File: config.mk
export PLATFORM = sky130hd
export DESIGN_NAME = riff_cartridge_image_parser
export DESIGN_NICKNAME = d
export VERILOG_FILES = /design/src/hw/rtl/rcip_pkg.sv /design/src/hw/rtl/rcip_result_queue.sv /design/src/hw/rtl/riff_cartridge_image_parser.sv
export VERILOG_INCLUDE_DIRS = /design/src /design/src/hw/rtl
export SDC_FILE = /design/constraint.sdc
export NUM_CORES = 1
export LEC_CHECK = 0
export ABC_AREA = 1
export BUFFER_PORTS_ARGS = -buffer_cell sky130_fd_sc_hd__clkbuf_2
export CORE_MARGIN = 2
export CORE_UTILIZATION = 46
export CTS_CLUSTER_DIAMETER = 100
export DETAILED_ROUTE_END_ITERATION = 7
export GPL_TIMING_DRIVEN = 0
export HOLD_SLACK_MARGIN = 0.03
export MAX_ROUTING_LAYER = met4
export PLACE_DENSITY = 0.66
export RECOVER_POWER = 100
export SYNTH_ARGS = -nofsm -noshare
export SYNTH_HDL_FRONTEND = slang
export SYNTH_HIERARCHICAL = 1
export SYNTH_SLANG_ARGS = --single-unit
export TNS_END_PERCENT = 50
File: constraint.sdc
create_clock -name clock -period 8.36 [get_ports clock]
set_clock_uncertainty 0.05 [all_clocks]
set_input_delay 0.836 -clock clock [delete_from_list [all_inputs] [get_ports clock]]
set_output_delay 0.836 -clock clock [all_outputs]
set_load 0.01 [all_outputs]
File: src/hw/rtl/riff_cartridge_image_parser_macros.svh
// Assertion macros for the RIFF cartridge image parser.
// Expects signals named clock and reset in the scope where a macro is used.
`ifndef RIFF_CARTRIDGE_IMAGE_PARSER_MACROS_SVH
`define RIFF_CARTRIDGE_IMAGE_PARSER_MACROS_SVH
`ifndef SYNTHESIS
// Same-cycle implication.
`define RCIP_ASSERT_NOW(label, cond_a, cond_c) \
   label: assert property (@(posedge clock) disable iff (reset) (cond_a) |-> (cond_c)) \
      else $error("rcip assertion failed");
// Next-cycle implication.
`define RCIP_ASSERT_NEXT(label, cond_a, cond_c) \
   label: assert property (@(posedge clock) disable iff (reset) (cond_a) |=> (cond_c)) \
      else $error("rcip assertion failed");
`else
`define RCIP_ASSERT_NOW(label, cond_a, cond_c)
`define RCIP_ASSERT_NEXT(label, cond_a, cond_c)
`endif
`endif

File: src/hw/rtl/rcip_pkg.sv
// Package for the RIFF cartridge image parser: types, magic constants, sizes.
// No dependencies; used by every module of the block.
package rcip_pkg;

   // Bank geometry of the cartridge ROM.
   localparam int BANK_BYTES = 16384;
   localparam int WOFF_W = $clog2(BANK_BYTES) + 1;

   // Smallest image that can hold the two magic fields.
   localparam logic [23:0] MIN_IMAGE = 24'd12;

   // Header magic strings, byte by byte in stream order.
   localparam logic [7:0] RIFF_MAGIC [4] = '{8'h52, 8'h49, 8'h46, 8'h46};
   localparam logic [7:0] AMS_MAGIC [4] = '{8'h41, 8'h4D, 8'h53, 8'h21};
   localparam logic [31:0] FMT_TAG = 32'h666D7420;
   localparam logic [7:0] TAG_C = 8'h63;
   localparam logic [7:0] TAG_B = 8'h62;
   localparam logic [7:0] ASCII_ZERO = 8'h30;

   typedef enum logic [2:0] {
      PH_IDLE,
      PH_MAGIC,
      PH_FMTCHK,
      PH_FMTSKIP,
      PH_TAG,
      PH_SIZE,
      PH_DATA
   } rcip_phase_type;

   typedef enum logic [2:0] {
      EV_EJECT = 3'd0,
      EV_CLEAR = 3'd1,
      EV_WRITE = 3'd2,
      EV_DONE  = 3'd3,
      EV_FAIL  = 3'd4
   } rcip_event_type;

   typedef struct packed {
      rcip_event_type kind;
      logic [7:0]     bank;
      logic [13:0]    offset;
      logic [7:0]     wdata;
      logic           last;
   } rcip_result_type;

endpackage

File: src/hw/rtl/rcip_result_queue.sv
// Four-entry result queue: takes up to two results per cycle, hands out one.
// Depends on rcip_pkg for the result struct.
module rcip_result_queue (
   input  logic                     clock,
   input  logic                     reset,
   input  logic [1:0]               push_n,
   input  rcip_pkg::rcip_result_type push_a,
   input  rcip_pkg::rcip_result_type push_b,
   output logic                     space_ok,
   output logic                     out_valid,
   input  logic                     out_ready,
   output rcip_pkg::rcip_result_type out_data
);
   import rcip_pkg::*;

   rcip_result_type entry_ff [4];
   logic [1:0] wr_ptr_ff, wr_ptr_in;
   logic [1:0] rd_ptr_ff, rd_ptr_in;
   logic [2:0] count_ff, count_in;
   logic       pop;

   // Room for a two-result request is required before a request is taken.
   assign space_ok  = (count_ff <= 3'd2);
   assign out_valid = (count_ff != 3'd0);
   assign out_data  = entry_ff[rd_ptr_ff];
   assign pop       = out_valid && out_ready;

   // Pointer and fill count update.
   always_comb begin
      wr_ptr_in = wr_ptr_ff + push_n;
      rd_ptr_in = rd_ptr_ff + {1'b0, pop};
      count_in  = count_ff + {1'b0, push_n} - {2'b00, pop};
   end

   always_ff @(posedge clock) begin
      if (reset) begin
         wr_ptr_ff <= '0;
         rd_ptr_ff <= '0;
         count_ff  <= '0;
      end else begin
         wr_ptr_ff <= wr_ptr_in;
         rd_ptr_ff <= rd_ptr_in;
         count_ff  <= count_in;
      end
   end

   // Entry storage; the second result goes to the slot after the first.
   always_ff @(posedge clock) begin
      if (push_n != 2'd0) begin
         entry_ff[wr_ptr_ff] <= push_a;
      end
      if (push_n == 2'd2) begin
         entry_ff[wr_ptr_ff + 2'd1] <= push_b;
      end
   end

endmodule

File: src/hw/rtl/riff_cartridge_image_parser.sv
// RIFF cartridge image parser: top level with the byte parser and state.
// Depends on rcip_pkg, rcip_result_queue and the assertion macro header.
//
// Usage: write the image length on the csr channel (csr_valid/csr_image_size,
// always ready), then stream the image one byte per request on the req
// channel, with req_first_byte high on byte 0. Each request gives zero, one
// or two results on the rsp channel (eject, bank clear, byte write, finished,
// failed); rsp_last_of_run marks the final result of a request.
// A result is registered in the result queue before it appears on rsp.
// Throughput: one request per cycle while results are drained as fast as they
// come; a request that gives two results hands them out on rsp one after the
// other. The four-entry result queue sets this: req_ready is high while at
// least two entries are free.
// Reset clears the parser to the stopped state: bytes without req_first_byte
// give no results until the next first byte. When the receiver stalls, the
// queue fills and req_ready drops; nothing is lost.
`include "riff_cartridge_image_parser_macros.svh"

module riff_cartridge_image_parser (
   input  logic        clock,
   input  logic        reset,
   input  logic        csr_valid,
   output logic        csr_ready,
   input  logic [23:0] csr_image_size,
   input  logic        req_valid,
   output logic        req_ready,
   input  logic [7:0]  req_data_byte,
   input  logic        req_first_byte,
   output logic        rsp_valid,
   input  logic        rsp_ready,
   output logic [2:0]  rsp_event_kind,
   output logic [7:0]  rsp_bank,
   output logic [13:0] rsp_offset,
   output logic [7:0]  rsp_write_data,
   output logic        rsp_last_of_run
);
   import rcip_pkg::*;

   logic [23:0]       image_size_ff;
   logic [23:0]       position_ff, position_in;
   rcip_phase_type    phase_ff, phase_in;
   logic [31:0]       window_ff, window_in;
   logic [7:0]        bank_ff, bank_in;
   logic [23:0]       left_ff, left_in;
   logic [WOFF_W-1:0] woff_ff, woff_in;
   logic              stopped_ff, stopped_in;
   logic [1:0]        hcount_ff, hcount_in;

   logic              req_fire;
   logic              space_ok;
   logic [1:0]        push_n;
   rcip_result_type   res_c [2];
   rcip_result_type   head;

   logic [31:0]       tag_win, size_win;
   logic signed [12:0] dig0, dig1, tag_bank;
   logic              tag_good;
   logic [23:0]       pos;
   logic [24:0]       next_pos;
   logic              run;
   logic              do_bnd;
   rcip_phase_type    bnd_phase;

   assign csr_ready = 1'b1;
   assign req_ready = space_ok;
   assign req_fire  = req_valid && req_ready;

   // Configuration register.
   always_ff @(posedge clock) begin
      if (reset) begin
         image_size_ff <= '0;
      end else if (csr_valid && csr_ready) begin
         image_size_ff <= csr_image_size;
      end
   end

   // Shifted header windows and the bank number decoded from a chunk tag.
   always_comb begin
      tag_win  = {window_ff[23:0], req_data_byte};
      size_win = {req_data_byte, window_ff[31:8]};
      dig0     = $signed({5'b0, tag_win[15:8]}) - $signed({5'b0, ASCII_ZERO});
      dig1     = $signed({5'b0, tag_win[7:0]}) - $signed({5'b0, ASCII_ZERO});
      tag_bank = (dig0 <<< 3) + (dig0 <<< 1) + dig1;
      tag_good = (tag_win[31:24] == TAG_C) && (tag_win[23:16] == TAG_B)
                 && (tag_bank[12:8] == 5'd0);
   end

   // Parser: next state and the results of the accepted request.
   always_comb begin
      position_in = position_ff;
      phase_in    = phase_ff;
      window_in   = window_ff;
      bank_in     = bank_ff;
      left_in     = left_ff;
      woff_in     = woff_ff;
      stopped_in  = stopped_ff;
      hcount_in   = hcount_ff;
      push_n      = 2'd0;
      res_c[0]    = '{kind: EV_EJECT, default: '0};
      res_c[1]    = '{kind: EV_EJECT, default: '0};
      run         = 1'b0;
      do_bnd      = 1'b0;
      bnd_phase   = PH_TAG;
      pos         = req_first_byte ? 24'd0 : position_ff;
      next_pos    = {1'b0, pos} + 25'd1;

      if (req_fire) begin
         // A first byte restarts the parse from any state.
         if (req_first_byte) begin
            window_in  = '0;
            bank_in    = '0;
            left_in    = '0;
            woff_in    = '0;
            hcount_in  = '0;
            stopped_in = 1'b0;
            phase_in   = PH_MAGIC;
            if (image_size_ff < MIN_IMAGE) begin
               res_c[0]   = '{kind: EV_FAIL, default: '0};
               push_n     = 2'd1;
               stopped_in = 1'b1;
               phase_in   = PH_IDLE;
            end else begin
               run = 1'b1;
            end
         end else begin
            run = !stopped_ff;
         end
      end

      if (run) begin
         position_in = next_pos[23:0];
         case (phase_in)
            PH_MAGIC: begin
               if ((pos < 24'd4) && (req_data_byte != RIFF_MAGIC[pos[1:0]])) begin
                  res_c[0]   = '{kind: EV_FAIL, default: '0};
                  push_n     = 2'd1;
                  stopped_in = 1'b1;
                  phase_in   = PH_IDLE;
               end else if ((pos[23:2] == 22'd2)
                            && (req_data_byte != AMS_MAGIC[pos[1:0]])) begin
                  res_c[0]   = '{kind: EV_FAIL, default: '0};
                  push_n     = 2'd1;
                  stopped_in = 1'b1;
                  phase_in   = PH_IDLE;
               end else if (pos == 24'd11) begin
                  res_c[0]  = '{kind: EV_EJECT, default: '0};
                  push_n    = 2'd1;
                  do_bnd    = 1'b1;
                  bnd_phase = PH_FMTCHK;
               end
            end
            PH_FMTCHK, PH_TAG: begin
               window_in = tag_win;
               hcount_in = hcount_ff + 2'd1;
               if (hcount_ff == 2'd3) begin
                  hcount_in = 2'd0;
                  if ((phase_in == PH_FMTCHK) && (tag_win == FMT_TAG)) begin
                     phase_in = PH_FMTSKIP;
                  end else if (tag_good) begin
                     bank_in   = tag_bank[7:0];
                     phase_in  = PH_SIZE;
                     window_in = '0;
                  end else begin
                     res_c[0]   = '{kind: EV_FAIL, default: '0};
                     push_n     = 2'd1;
                     stopped_in = 1'b1;
                     phase_in   = PH_IDLE;
                  end
               end
            end
            PH_FMTSKIP: begin
               hcount_in = hcount_ff + 2'd1;
               if (hcount_ff == 2'd3) begin
                  do_bnd = 1'b1;
               end
            end
            PH_SIZE: begin
               window_in = size_win;
               hcount_in = hcount_ff + 2'd1;
               if (hcount_ff == 2'd3) begin
                  hcount_in = 2'd0;
                  if (size_win > {8'd0, image_size_ff}) begin
                     res_c[0]   = '{kind: EV_FAIL, default: '0};
                     push_n     = 2'd1;
                     stopped_in = 1'b1;
                     phase_in   = PH_IDLE;
                  end else begin
                     res_c[0] = '{kind: EV_CLEAR, bank: bank_ff, default: '0};
                     push_n   = 2'd1;
                     left_in  = size_win[23:0];
                     woff_in  = '0;
                     if (size_win == 32'd0) begin
                        do_bnd = 1'b1;
                     end else begin
                        phase_in = PH_DATA;
                     end
                  end
               end
            end
            PH_DATA: begin
               // Bytes past the end of the bank are dropped silently.
               if (woff_ff < WOFF_W'(BANK_BYTES)) begin
                  res_c[0] = '{kind: EV_WRITE, bank: bank_ff, offset: 14'(woff_ff),
                               wdata: req_data_byte, last: 1'b0};
                  push_n   = 2'd1;
                  woff_in  = woff_ff + WOFF_W'(1);
               end
               left_in = left_ff - 24'd1;
               if (left_ff == 24'd1) begin
                  do_bnd = 1'b1;
               end else if (next_pos >= {1'b0, image_size_ff}) begin
                  res_c[push_n[0]] = '{kind: EV_DONE, default: '0};
                  push_n           = push_n + 2'd1;
                  stopped_in       = 1'b1;
                  phase_in         = PH_IDLE;
               end
            end
            default: begin
               stopped_in = 1'b1;
               phase_in   = PH_IDLE;
            end
         endcase

         // Chunk boundary: go on to the next header or finish.
         if (do_bnd) begin
            if (({1'b0, next_pos} + 26'd8) < {2'b00, image_size_ff}) begin
               phase_in  = bnd_phase;
               hcount_in = 2'd0;
               window_in = '0;
            end else begin
               res_c[push_n[0]] = '{kind: EV_DONE, default: '0};
               push_n           = push_n + 2'd1;
               stopped_in       = 1'b1;
               phase_in         = PH_IDLE;
            end
         end
      end

      // Mark the final result of this request.
      if (push_n != 2'd0) begin
         res_c[1'(push_n - 2'd1)].last = 1'b1;
      end
   end

   // Parser state registers.
   always_ff @(posedge clock) begin
      if (reset) begin
         position_ff <= '0;
         phase_ff    <= PH_IDLE;
         window_ff   <= '0;
         bank_ff     <= '0;
         left_ff     <= '0;
         woff_ff     <= '0;
         stopped_ff  <= 1'b1;
         hcount_ff   <= '0;
      end else begin
         position_ff <= position_in;
         phase_ff    <= phase_in;
         window_ff   <= window_in;
         bank_ff     <= bank_in;
         left_ff     <= left_in;
         woff_ff     <= woff_in;
         stopped_ff  <= stopped_in;
         hcount_ff   <= hcount_in;
      end
   end

   // Result queue toward the rsp channel.
   rcip_result_queue u_queue (
      .clock     (clock),
      .reset     (reset),
      .push_n    (push_n),
      .push_a    (res_c[0]),
      .push_b    (res_c[1]),
      .space_ok  (space_ok),
      .out_valid (rsp_valid),
      .out_ready (rsp_ready),
      .out_data  (head)
   );

   assign rsp_event_kind  = head.kind;
   assign rsp_bank        = head.bank;
   assign rsp_offset      = head.offset;
   assign rsp_write_data  = head.wdata;
   assign rsp_last_of_run = head.last;

   // A restart with a short image always reports a failure at once.
   `RCIP_ASSERT_NEXT(a_short_fail, req_fire && req_first_byte && (image_size_ff < MIN_IMAGE), rsp_valid)
   // A stopped parser ignores bytes that do not restart it.
   `RCIP_ASSERT_NOW(a_stopped_quiet, req_fire && stopped_ff && !req_first_byte, push_n == 2'd0)
   // With two results, only the second carries the end-of-request mark.
   `RCIP_ASSERT_NOW(a_last_mark, push_n == 2'd2, res_c[1].last && !res_c[0].last)
   // Nothing is produced without an accepted request.
   `RCIP_ASSERT_NOW(a_no_idle_push, !req_fire, push_n == 2'd0)

endmodule
==> results.toml <==
[detailed_routing]
ant_nets = 0
dr.first_iter.drc_count = 1597
drc_errors = 0
via_per_inst = 5.63
routed_wl_um = 68400
drt_pass1_iterations = 5
vias = 20000
avgRoutedWirePerCell_um = 19.2

[yosys]
ys_seq_elements = 276
yosysWarningCount = 6
synthXorXnorAreaFrac = 0.0174
synth_edf_count = 136
synth_flop_cell = "dfxtp_1"
syn_area_per_cell_um2 = 7.16
synth_area_um2 = 20100
synth_top_family_by_area = "simple AND/OR/NAND/NOR gates"
muxShareOfSynthArea = 0
synthArstFlopShare = 0
synth.area.top_cells = "edfxtp_1 20%, dfxtp_1 14%, nand2_1 11%, o21ai_0 6.8%, inv_1 6.4%"
ys_types = 61
synth_cells = 2806
yosysSeqAreaShare = 0.343
netlist.top_cell.by_area = "edfxtp_1"
synth_top_cell_area_share = 0.203
synth_compound_area_frac = 0.176
synth_simple_gate_area_frac = 0.286
synth_fa_ha_area_frac = 0.0728

[layout]
drive_gt1_frac = 0.0817
multiInputGateArea_um2 = 11100
utilization = 0.516
syn_to_final_growth_pct = 10.5
fillers = 4284
finalNetCount = 3101
seq_area_um2 = 6890
final_cell_area_um2 = 22200

[placed_design]
finalWeightedCongestion = 1.01
hpwl_um = 53000
post_dp_cell_area_um2 = 21500
io_buffer_count = 72

[floorplan]
core_um2 = 43100
die_w_um = 213
ios = 75
die_y_um = 213
rows = 76
start_util = 0.467
dieArea_um2 = 45400

[sta]
holdWs_ps = 435
worstMarginPinSlew_ps = 1080
slew_violations = 0
period_needed_ps = 7410
max_freq_mhz = 135
final-hold-violation-count = 0
finalCritPeriodShare = 0.886
rsz0062_at_grt = "false"
relSlewSlack = 0.281
setup_viol = 0

[global_routing]
antenna_found_initial = 1
gr-usage-all-layers = 0.312
grt-ovfl-total = 0
grt_max_degree = 18
grt_pass1_wl_um = 106000
first_global_vias = 19100

[clock_network]
htree_levels = 2
clkLatencyLatePin_ps = 550
cts_sinks = 276
hold_buffers = 0
cts_setup_buffers = 0
cts_buffers = 34
clock_path_buffers = 3
clkTransAtPathRegs_ps = 60
cts_resized = 0
clock-root-buffer = "clkbuf_16"
cts_tree = "done"

[critical_path]
cp.arrival_ps = 7720
reg2reg_depth = 35
worstPathRequired_ps = 8670
crit_type = "in2reg"
cp_max_fo = 10
critPathMaxStageDelay_ps = 630
cp-end-kind = "flop"
cp-start-kind = "input pin"
crit_top_cell = "nand2_1"
slowest_stage = "clkbuf_1"

[worst_hold_path]
hold_depth = 2
hp-class = "reg2reg"

[pwr]
seqPwrFrac = 0.376
powerDensity_nw_per_um2 = 180
pwr-share-comb = 0.261
p_switching_mw = 1.40
leakage_nw = 9.29
swShare = 0.351
clock_power_share = 0.363
ir_drop_mv = 0.114
total_power_mw = 3.99
p_int_mw = 2.59

[outcome]
status = "finished, final reports clean"

[flow_run]
drv_cap = 0
-- metrics by stage --
step	instances	TNS, ps	worst slack [ps]
after floorplan	2836	0	403
final	3561	0	953
after global placement	3493	-357390	-2760
after global routing	3561	0	437
after CTS	3560	0	1190
after detailed placement	3501	0	645
-- cells in the final DEF, fill, tap and decap left out, drive strengths merged --
cell,n
nand2,584
inv,361
o21ai,319
nor2,300
nand3,273
clkbuf,224
a21oi,186
dfxtp,140
edfxtp,136
ha,101
o22ai,47
nand4,40
buf,36
nor3,33
conb,32
xor2,30
a211oi,25
nor4,14
clkinv,14
o211ai,10
fa,10
xnor2,9
nand3b,8
o2111ai,6
or2,6
o21bai,4
a221oi,4
o31ai,4
o21a,3
o221ai,3
a21o,2
o311ai,2
bufinv,2
clkinvlp,2
diode,1
nor4b,1
a31oi,1
a22oi,1
o32ai,1
or4,1
-- power groups by stage --
stage / combinational, mW / clock (mW) / sequential (mW)
floorplan: 0.675 / 0 / 1.51
global placement: 1.02 / 0 / 1.53
detailed placement: 1.05 / 0 / 1.53
CTS: 1.05 / 1.47 / 1.50
global route: 1.16 / 1.52 / 1.50
finish: 1.04 / 1.45 / 1.50
-- logic make-up after synthesis --
family	Yosys count
adders and majority gates	111
buffers and inverters	500
xor gates and xnor gates	39
AOI/OAI and AO/OA	618
other	2
and+or+nand+nor	1260
DFF	276
-- metal layers --
layer	wire length, um	GRT usage
met1	28900	0.384
met2	31700	0.509
met3	5040	0.0550
met4	2730	0.126
met5	0	-
-- final timing paths --
path	from	end	slack (ps)
setup / recovery	req_first_byte	u_queue/entry_ff[3][30]$_DFFE_PP_	950
hold / removal	bank_ff[1]$_SDFF_PP0_	bank_ff[1]$_SDFF_PP0_	430
setup reg to reg	position_ff[0]$_SDFFE_PP0P_	u_queue/entry_ff[3][30]$_DFFE_PP_	1440
hold reg to reg	bank_ff[1]$_SDFF_PP0_	bank_ff[1]$_SDFF_PP0_	430
-- cell usage after synthesis (38+ instances only) --
library cell / instances
nand2_1: 570
inv_1: 341
nor2_1: 277
o21ai_0: 273
nand3_1: 228
a21oi_1: 156
dfxtp_1: 140
edfxtp_1: 136
ha_1: 101
clkbuf_1: 78
o22ai_1: 47
nand3_2: 41
nand4_1: 38
-- critical path, delay by kind of cell --
kind	cells	cell delay [ps]
AO/OA/AOI/OAI	2	270
buffers and inverters	12	2450
AND/OR/NAND/NOR	21	3210
XOR/XNOR	1	240
adder cells (fa/ha/maj)	3	670
-- state kept, by name, summed over array words and instances (netlist names) --
signal	flops
woff_ff	15
left_ff	24
u_queue/rd_ptr_ff	2
u_queue/wr_ptr_ff	2
hcount_ff	2
u_queue/count_ff	3
bank_ff	8
stopped_ff	1
window_ff	32
phase_ff	3
image_size_ff	24
u_queue/entry_ff	136
position_ff	24
-- final cells by class --
class	count	share of cell area
sequential	276	0.310
antenna	1	0.000113
tap	585	0.0330
clock inverter	17	0.00659
inverter	362	0.0618
timing repair buffer	80	0.0225
clock buffer	42	0.0411
multi-input combinational	2060	0.498
buffer	138	0.0265
Note: power is estimated with default switching activity, not from simulation.
